<file path="src/hdl/assert_macros.svh">
// Assertion macros shared by the rational matrix reducer RTL.
// Needs nothing else; include it in the module that asserts.
`ifndef ASSERT_MACROS_SVH
`define ASSERT_MACROS_SVH

// Same-cycle implication, disabled while reset is low.
`define RMR_ASSERT_IMP(lbl, ck, rn, ante, cons) \
  lbl: assert property (@(posedge ck) disable iff (!rn) (ante) |-> (cons)) \
    else $error("same-cycle implication failed");

// Next-cycle implication, disabled while reset is low.
`define RMR_ASSERT_NXT(lbl, ck, rn, ante, cons) \
  lbl: assert property (@(posedge ck) disable iff (!rn) (ante) |=> (cons)) \
    else $error("next-cycle implication failed");

`endif

</file>
<file path="src/hdl/rmr_pkg.sv">
// Types and codes shared by the rational matrix reducer.
// No dependencies.
package rmr_pkg;

  typedef struct packed {
    logic [63:0] num;
    logic [63:0] den;
  } rat_t;

  localparam logic [1:0] OP_MK  = 2'd0;
  localparam logic [1:0] OP_MUL = 2'd1;
  localparam logic [1:0] OP_DIV = 2'd2;
  localparam logic [1:0] OP_SUB = 2'd3;

  typedef struct packed {
    logic       start;
    logic [1:0] op;
  } ratu_req_t;

  // Row and column counters must hold up to 16.
  localparam int CNT_W = 5;

endpackage

</file>
<file path="src/hdl/rmr_ratu.sv">
// Shared rational arithmetic unit: one 32x32 multiplier and one radix-2 divider.
// Depends on rmr_pkg.
module rmr_ratu (
  input  logic               clk,
  input  logic               rst_n,
  input  rmr_pkg::ratu_req_t req_i,
  input  rmr_pkg::rat_t      a_i,
  input  rmr_pkg::rat_t      b_i,
  output logic               done_o,
  output rmr_pkg::rat_t      res_o
);
  import rmr_pkg::*;

  localparam logic [3:0] U_IDLE = 4'd0;
  localparam logic [3:0] U_MUL  = 4'd1;
  localparam logic [3:0] U_ZCHK = 4'd2;
  localparam logic [3:0] U_SIGN = 4'd3;
  localparam logic [3:0] U_GCD  = 4'd4;
  localparam logic [3:0] U_GDIV = 4'd5;
  localparam logic [3:0] U_SCN  = 4'd6;
  localparam logic [3:0] U_SDN  = 4'd7;
  localparam logic [3:0] U_SDD  = 4'd8;
  localparam logic [3:0] U_DONE = 4'd9;

  function automatic logic [63:0] mag64(input logic [63:0] x);
    return x[63] ? (64'd0 - x) : x;
  endfunction

  logic [3:0]  st_r, st_nxt;
  logic [1:0]  op_r, pi_r, ms_r, pi_last;
  logic [63:0] an_r, ad_r, bn_r, bd_r;
  logic [63:0] acc_r, n_r, d_r, ga_r, gb_r;
  logic [63:0] dq_r, drem_r, dvs_r;
  logic [5:0]  dcnt_r;
  logic [63:0] mx, my, prod, acc_sum, n_s, d_s, q_new;
  logic [31:0] ma, mb;
  logic [64:0] rem_sh, rem_new;
  logic        ge, div_last;

  // Operand pairs of the two or three 64-bit products of each multiply, divide or subtract.
  always_comb begin
    mx = an_r;
    my = bn_r;
    case (op_r)
      OP_MUL: begin
        if (pi_r == 2'd0) begin
          mx = an_r; my = bn_r;
        end else begin
          mx = ad_r; my = bd_r;
        end
      end
      OP_DIV: begin
        if (pi_r == 2'd0) begin
          mx = an_r; my = bd_r;
        end else begin
          mx = ad_r; my = bn_r;
        end
      end
      OP_SUB: begin
        case (pi_r)
          2'd0: begin mx = an_r; my = bd_r; end
          2'd1: begin mx = ad_r; my = bd_r; end
          default: begin mx = bn_r; my = ad_r; end
        endcase
      end
      default: begin
        mx = an_r; my = bn_r;
      end
    endcase
    pi_last = (op_r == OP_SUB) ? 2'd2 : 2'd1;
  end

  // A wrapped 64-bit product needs only three 32-bit partial products.
  always_comb begin
    case (ms_r)
      2'd0: begin ma = mx[31:0];  mb = my[31:0];  end
      2'd1: begin ma = mx[31:0];  mb = my[63:32]; end
      default: begin ma = mx[63:32]; mb = my[31:0]; end
    endcase
  end

  assign prod    = 64'(ma) * 64'(mb);
  assign acc_sum = acc_r + {prod[31:0], 32'd0};

  assign rem_sh   = {drem_r, dq_r[63]};
  assign ge       = rem_sh >= {1'b0, dvs_r};
  assign rem_new  = ge ? (rem_sh - {1'b0, dvs_r}) : rem_sh;
  assign q_new    = {dq_r[62:0], ge};
  assign div_last = (dcnt_r == 6'd63);

  assign n_s = d_r[63] ? (64'd0 - n_r) : n_r;
  assign d_s = d_r[63] ? (64'd0 - d_r) : d_r;

  always_comb begin
    st_nxt = st_r;
    case (st_r)
      U_IDLE: if (req_i.start) st_nxt = (req_i.op == OP_MK) ? U_ZCHK : U_MUL;
      U_MUL:  if (ms_r == 2'd2 && pi_r == pi_last) st_nxt = U_ZCHK;
      U_ZCHK: st_nxt = (n_r == 64'd0 || d_r == 64'd0) ? U_DONE : U_SIGN;
      U_SIGN: st_nxt = U_GCD;
      U_GCD:  st_nxt = (gb_r == 64'd0) ? U_SCN : U_GDIV;
      U_GDIV: if (div_last) st_nxt = U_GCD;
      U_SCN:  st_nxt = (ga_r > 64'd1) ? U_SDN : U_DONE;
      U_SDN:  if (div_last) st_nxt = U_SDD;
      U_SDD:  if (div_last) st_nxt = U_DONE;
      U_DONE: st_nxt = U_IDLE;
      default: st_nxt = U_IDLE;
    endcase
  end

  always_ff @(posedge clk) begin
    if (!rst_n) begin
      st_r <= U_IDLE;
    end else begin
      st_r <= st_nxt;
    end
  end

  always_ff @(posedge clk) begin
    case (st_r)
      U_IDLE: begin
        if (req_i.start) begin
          op_r <= req_i.op;
          an_r <= a_i.num;
          ad_r <= a_i.den;
          bn_r <= b_i.num;
          bd_r <= b_i.den;
          pi_r <= 2'd0;
          ms_r <= 2'd0;
          n_r  <= a_i.num;
          d_r  <= a_i.den;
        end
      end
      U_MUL: begin
        case (ms_r)
          2'd0: begin
            acc_r <= prod;
            ms_r  <= 2'd1;
          end
          2'd1: begin
            acc_r <= acc_sum;
            ms_r  <= 2'd2;
          end
          default: begin
            ms_r <= 2'd0;
            pi_r <= pi_r + 2'd1;
            case (pi_r)
              2'd0: n_r <= acc_sum;
              2'd1: d_r <= acc_sum;
              default: n_r <= n_r - acc_sum;
            endcase
          end
        endcase
      end
      U_ZCHK: begin
        if (n_r == 64'd0 || d_r == 64'd0) begin
          n_r <= 64'd0;
          d_r <= 64'd1;
        end
      end
      U_SIGN: begin
        n_r  <= n_s;
        d_r  <= d_s;
        ga_r <= mag64(n_s);
        gb_r <= mag64(d_s);
      end
      U_GCD: begin
        if (gb_r != 64'd0) begin
          dq_r   <= ga_r;
          drem_r <= 64'd0;
          dvs_r  <= gb_r;
          dcnt_r <= 6'd0;
        end
      end
      U_GDIV: begin
        dq_r   <= q_new;
        drem_r <= rem_new[63:0];
        dcnt_r <= dcnt_r + 6'd1;
        if (div_last) begin
          ga_r <= gb_r;
          gb_r <= rem_new[63:0];
        end
      end
      U_SCN: begin
        if (ga_r > 64'd1) begin
          dq_r   <= mag64(n_r);
          drem_r <= 64'd0;
          dvs_r  <= ga_r;
          dcnt_r <= 6'd0;
        end
      end
      U_SDN: begin
        if (div_last) begin
          n_r    <= n_r[63] ? (64'd0 - q_new) : q_new;
          dq_r   <= mag64(d_r);
          drem_r <= 64'd0;
          dcnt_r <= 6'd0;
        end else begin
          dq_r   <= q_new;
          drem_r <= rem_new[63:0];
          dcnt_r <= dcnt_r + 6'd1;
        end
      end
      U_SDD: begin
        dq_r   <= q_new;
        drem_r <= rem_new[63:0];
        dcnt_r <= dcnt_r + 6'd1;
        if (div_last) d_r <= d_r[63] ? (64'd0 - q_new) : q_new;
      end
      default: begin
      end
    endcase
  end

  assign done_o    = (st_r == U_DONE);
  assign res_o.num = n_r;
  assign res_o.den = d_r;

endmodule
</file>
<file path="config.mk">
export PLATFORM = sky130hd
export DESIGN_NAME = rmr_ratu
export DESIGN_NICKNAME = d
export VERILOG_FILES = /design/src/hdl/assert_macros.svh /design/src/hdl/rmr_pkg.sv /design/src/hdl/rmr_ratu.sv
export SDC_FILE = /design/constraint.sdc
export NUM_CORES = 2
export LEC_CHECK = 0
export BUFFER_PORTS_ARGS = -buffer_cell sky130_fd_sc_hd__buf_2
export CAP_MARGIN = 25
export CORE_MARGIN = 3
export CORE_UTILIZATION = 50
export DETAILED_ROUTE_END_ITERATION = 7
export HOLD_SLACK_MARGIN = 0.08
export PLACE_DENSITY = 0.76
export REMOVE_ABC_BUFFERS = 1
export SLEW_MARGIN = 15
export SYNTH_ARGS = -nofsm -noshare
export SYNTH_HDL_FRONTEND = slang
export SYNTH_SLANG_ARGS = --single-unit
export TNS_END_PERCENT = 1
</file>
<file path="constraint.sdc">
create_clock -name clk -period 14.5 [get_ports clk]
set_input_delay 0.725 -clock clk [delete_from_list [all_inputs] [get_ports clk]]
set_output_delay 0.725 -clock clk [all_outputs]
set_load 0.01 [all_outputs]
</file>
# == Word level (Yosys, flattened, before mapping) ==
# Cells that the tools add are included.
# op_classes
mul,1
n_eq_ne,28
order_cmp,2
n_reduce_logical,31
add_sub_neg,10
n_mux,65
# ops
operator,count
$mux W64,31
$pmux W64 S2,7
$pmux W64 S5,2
$pmux W64 S4,2
$sub A1 B64 Y64 const A,5
$logic_not A64 Y1,3
$pmux W64 S3,1
$sub A64 B64 Y64,2
$ge A65 B64 Y1,1
$add A64 B64 Y64,1
$gt A64 B1 Y1 const B,1
$mul A32 B32 Y64,1
$mux W32,2
$reduce_bool A64 Y1,1
$pmux W4 S9,1
$mux W4,7
$pmux W6 S4,1
$ne A2 B2 Y1 const B,11
$mux W6,3
$eq A4 B3 Y1 const B,4
$pmux W2 S2,3
$reduce_and A6 Y1,2
$mux W2,5
$reduce_bool A5 Y1,2
other kinds (19),38
# totals
wordCells,154
ff_bits,784
output_inout_bits,129

# == Logic depth before layout (Yosys ltp) ==
# logic_depth
depth_word,11
ltp_mapped,55
ltp_nobuf,52

# == Worst setup path before layout ==
# No wires, ideal clock.
# synth_timing
path_type,register -> register
from,register pi_r[0]
to,register n_r[61] (data pin)
stages_incl_launch_ff,52
synth_period_minus_slack_ns,11.869
arrival_ns,11.609
n_path_buf,4
t_required_ns,14.239
path_slack_ns,2.631
cell_sequence,edfxtp_1 ha_1 o21a_1 a221o_1 clkbuf_1 clkbuf_1 a221oi_1 o32a_1 clkbuf_1 clkbuf_1 nor2_1 fa_1 inv_1 fa_1 inv_1 fa_1 inv_1 fa_1 [... 16 more ...] a21o_1 a21o_1 a21o_1 a21oi_1 xor2_1 ha_1 a21oi_1 o21ai_0 a221oi_1 o21ai_0 a2111oi_0 nor3_1 o21ai_0 a31oi_1 a21boi_0 mux2i_1 xnor2_1 a221o_1
# synth_between
elab_chain_len,11
elab_cells_between_ends,18
classes_between,add/sub (2); mul (1); eq/ne (1); mux (12); reduce/logical (2)
# synth_lines
item,line_no,rtl
start: declaration,rmr_ratu.sv:30,"logic [1:0] op_r, pi_r, ms_r, pi_last;"
start signal: assignment,rmr_ratu.sv:146,pi_r <= pi_r + 2'd1;
$eq A2 B1 Y1 or $logic_not A2 Y1 (tied branches),n/a,
$reduce_or A2 Y1 (no source line),n/a,
$mux W64,rmr_ratu.sv:60,case (pi_r)
$pmux W64 S3,rmr_ratu.sv:44,case (op_r)
$mux W32,rmr_ratu.sv:75,case (ms_r)
$mul A32 B32 Y64,rmr_ratu.sv:82,assign prod = 64'(ma) * 64'(mb);
$add A64 B64 Y64,rmr_ratu.sv:83,"assign acc_sum = acc_r + {prod[31:0], 32'd0};"
$sub A64 B64 Y64,rmr_ratu.sv:150,default: n_r <= n_r - acc_sum;
$pmux W64 S2 *,rmr_ratu.sv:147,case (pi_r)
$mux W64 *,rmr_ratu.sv:135,case (ms_r)
$pmux W64 S5 *,rmr_ratu.sv:120,case (st_r)
end signal: assignment,rmr_ratu.sv:130,n_r <= a_i.num;
end signal: assignment,rmr_ratu.sv:148,2'd0: n_r <= acc_sum;
end signal: assignment,rmr_ratu.sv:150,
end: declaration,rmr_ratu.sv:32,"logic [63:0] acc_r, n_r, d_r, ga_r, gb_r;"
# Mark *: on every way between the ends. The rest lies on a longest branch, timed or not. The select of a mux whose other input is x is not followed.
# A chain may end at the register's enable or synchronous reset.

# == Final worst setup path ==
# Same ends and word-level chain as after synthesis.

==> impl_summary.md <==
Yosys
For this run, asynchronously set or reset flops after synthesis account for 0. The number of warnings issued by yosys is 0. The mean cell area of the mapped netlist is 9.13 sq um. The cell count after synthesis is 9294.

The number of flops mapped to enable cells by yosys is 780. After synthesis the cells add up to 84800 sq um. The sequential fraction of the synthesis area is 0.277. For this run, the leading register cell type out of synthesis is sky130_fd_sc_hd__edfxtp_1. The synthesized netlist contains 97 unique library cells. The register bit total from synthesis is roughly 780.

Timing
Summed over all failing endpoints, the final setup total negative slack is 0 ns. The number of slew-limit violations in the final report is 0. The routed design could run at a clock period as short as 13.46 ns.

Static timing analysis puts the maximum clock frequency at 74.3 MHz. Dividing the final minimum period by the clock period gives 0.928. The actual transition at the worst max-transition pin is 1.15 ns. Setup violations remaining at the end of the flow were counted as 0. Between clock sinks in the finished design, the worst skew comes to 0.0766 ns. The final-report hold violation count is 0. The tightest slew margin relative to the limit is 0.236. Across all hold checks on the routed design, the worst slack comes to about 0.15 ns.

Setup repair after global routing left no endpoint under its margin.

Die
The row count is 150. The number of placed I/O pins is 390. The die area is 175000 sq um. The region available for standard cell placement spans 168000 sq um.

The initial utilization of the core area, before any placement, comes to 0.505. Measured along the x axis, the die boundary spans 418 um. Measured along the y axis, the die boundary spans 418 um.

Setup path
On the worst path, the slowest cell contributes a delay of 0.81 ns. The worst setup path is launched from a register. Data arrives at the worst endpoint at about 14 ns. The depth of the worst register-to-register path is 45. The number of buffers and inverters on the critical path is 4. The cell family contributing the most delay on the critical path is compound AO/OA/AOI/OAI gates. Data on the critical path is required at its endpoint by 14.99 ns. STA classifies the critical path endpoint as a register. The cell depth of the worst setup path is between 40 and 50. Setup slack on the worst reg-to-reg path comes out at 1.04 ns. The critical path is of the register to register type.

For this design, the slowest cell found on the critical path is sky130_fd_sc_hd__o32a_1. In this run the worst path has a maximum fanout of 35.

Clock network
The clock tree synthesis step divided the H-tree into 3 levels. The clock tree from TritonCTS is yes. The root buffer selected by CTS is sky130_fd_sc_hd__clkbuf_16. The clock latency on the worst-skew pair is 0.75 ns. Once the clock tree was built, the resizer swapped 0 gates to a different size.

Post-CTS timing repair inserted 0 buffers for setup. CTS saw 784 sinks. The longest clock path from root to sink contains 3 buffers.

The count of hold buffers inserted by post-cts repair is 0. The total clock buffers created by CTS is 82. The clock slew at the register clock pins of the worst setup and hold paths is 0.07 ns.

GRT
The number of global-route vias before repair is 75200. The initial antenna violation count is 44. Across every metal layer, demand over resource in global routing totals 0.442. The first-pass GRT wire length is about 550000 um. Entering global routing, the biggest net connects 159 pins. Summed over all layers, the global routing overflow is 0.

Detailed routing
Summing over every cut layer, the via total after detailed routing is roughly 76000. The wire length on met3 is 38500 um. The detailed router used layers up to and including met5.

The mean number of vias per cell is 6.48. The final antenna-violating net count is 0. The routed metal-1 wire length is roughly 130000 um. The first detailed-routing pass took 8 iterations. For this block, the routed nets add up to slightly below 400000 um of wire.

The first routing iteration left between 10000 and 15000 violations. The routed wire length on met2 is 175000 um. After detailed routing, the number of remaining DRC violations is 7. The final routed wire length divided by cell count is 33.3 um.

Final layout
Relative to the synthesized area, the layout overhead comes to 9.23%. Leaving out fill and tap cells, the most frequent cell in the layout is sky130_fd_sc_hd__nand2_1. The number of nets in the final layout is 11000. In the layout the commonest cells are sky130_fd_sc_hd__nand2_1 (1266), sky130_fd_sc_hd__inv_1 (1139), sky130_fd_sc_hd__fa_1 (899), sky130_fd_sc_hd__nor2_1 (870), sky130_fd_sc_hd__edfxtp_1 (780). The count of filler cells inserted in the layout is 15000. The fraction of final layout cells sized beyond drive strength 1 is 0.0965.

Hold path
The worst hold path belongs to the class input port to register. The hold path depth is 1.

Run status
The checks that failed: design-rule violations. The flow ran to the end, but the final reports show violations.

Place
Routability-driven placement finished with a final weighted congestion of 1.10. The count of buffers from port buffering is 389. The post-detailed-placement half-perimeter wirelength is 310000 um.

Job
The tool flagged a number of max-cap violations equal to 0.
==> Yosys cell counts (40+ instances only) <==
library cell / instances / area [sq um]
sky130_fd_sc_hd__a21o_1: 126 / 946
sky130_fd_sc_hd__a21oi_1: 517 / 2590
sky130_fd_sc_hd__a221oi_1: 164 / 1440
sky130_fd_sc_hd__a222oi_1: 60 / 601
sky130_fd_sc_hd__a22oi_1: 82 / 616
sky130_fd_sc_hd__a31oi_1: 44 / 275
sky130_fd_sc_hd__and2_1: 99 / 619
sky130_fd_sc_hd__buf_1: 71 / 267
sky130_fd_sc_hd__clkbuf_1: 504 / 1890
sky130_fd_sc_hd__edfxtp_1: 780 / 23400
sky130_fd_sc_hd__fa_1: 899 / 18000
sky130_fd_sc_hd__ha_1: 426 / 5330
sky130_fd_sc_hd__inv_1: 1140 / 4280
sky130_fd_sc_hd__mux2i_1: 97 / 971
sky130_fd_sc_hd__nand2_1: 1271 / 4770
sky130_fd_sc_hd__nand2b_1: 53 / 332
sky130_fd_sc_hd__nand3_1: 76 / 380
sky130_fd_sc_hd__nand4_1: 71 / 444
sky130_fd_sc_hd__nor2_1: 876 / 3290
sky130_fd_sc_hd__nor3_1: 77 / 385
sky130_fd_sc_hd__nor4_1: 58 / 363
sky130_fd_sc_hd__o21a_1: 46 / 345
sky130_fd_sc_hd__o21ai_0: 378 / 1890
sky130_fd_sc_hd__o221ai_1: 50 / 438
sky130_fd_sc_hd__o22ai_1: 55 / 344
sky130_fd_sc_hd__o31ai_1: 69 / 518
sky130_fd_sc_hd__or2_2: 40 / 250
sky130_fd_sc_hd__or3_1: 55 / 344
sky130_fd_sc_hd__xnor2_1: 293 / 2570
sky130_fd_sc_hd__xor2_1: 287 / 2510
==> through the flow <==
step	util	setup WS [ns]	cells	area, sq um
2_1_floorplan	-	-5.00	8709	82600
5_1_grt	0.551	0.256	11700	92600
6_report	0.552	1.04	11700	92700
3_3_place_gp	0.534	1.28	11500	89700
4_1_cts	0.551	1.11	11700	92500
3_5_place_dp	0.534	1.13	11500	89800
==> worst paths after layout <==
check                                           start             endpoint
worst min-delay path                          b_i[21]   bd_r[21]$_DFFE_PP_
worst max register to register  pi_r[0]$_SDFFCE_PN0P_    n_r[61]$_DFFE_PP_
worst min register to register     gb_r[22]$_DFFE_PP_  dvs_r[22]$_DFFE_PP_
worst max-delay path            pi_r[0]$_SDFFCE_PN0P_    n_r[61]$_DFFE_PP_
==> layout make-up <==
class / count / area [sq um] / area share
Timing Repair Buffer: 610 / 3690 / 0.0398
Antenna cell: 39 / 97.6 / 0.00105
Clock buffer: 90 / 2080 / 0.0225
Sequential cell: 784 / 23500 / 0.254
Inverter: 1142 / 4290 / 0.0463
Multi-Input combinational cell: 6783 / 55600 / 0.600
Clock inverter: 60 / 669 / 0.00722
Tap cell: 2204 / 2760 / 0.0298
==> kinds of logic (layout without fill, tap and decap cells) <==
logic type / after synthesis / in the layout / share of synthesized area
other: 0 / 39 / 0
buffers and inverters: 1727 / 1902 / 0.0767
muxes: 107 / 107 / 0.0128
DFF: 784 / 784 / 0.277
adders and majority gates: 1329 / 1329 / 0.275
AOI/OAI and AO/OA: 1933 / 1933 / 0.152
xor gates and xnor gates: 580 / 580 / 0.0599
and+or+nand+nor: 2834 / 2834 / 0.146
==> layer usage <==
layer	vias to the layer above	global-route usage
met5	-	0
met4	18	0.445
met3	1505	0.0960
met2	5292	0.681
met1	37200	0.500
li1	31900	-
==> worst register-to-register path: cells and delay by family, from the launching register on <==
kind | cells | cell delay [ns]
xor gates and xnor gates | 3 | 0.58
DFF | 1 | 0.44
adders and majority gates | 12 | 4.98
AOI/OAI and AO/OA | 21 | 6.09
buffers and inverters | 4 | 0.22
muxes | 1 | 0.28
and+or+nand+nor | 4 | 0.66
Power is left out: the tool's default activity adds up to more than one toggle a clock period on the data nets, which glitch-free logic cannot reach.
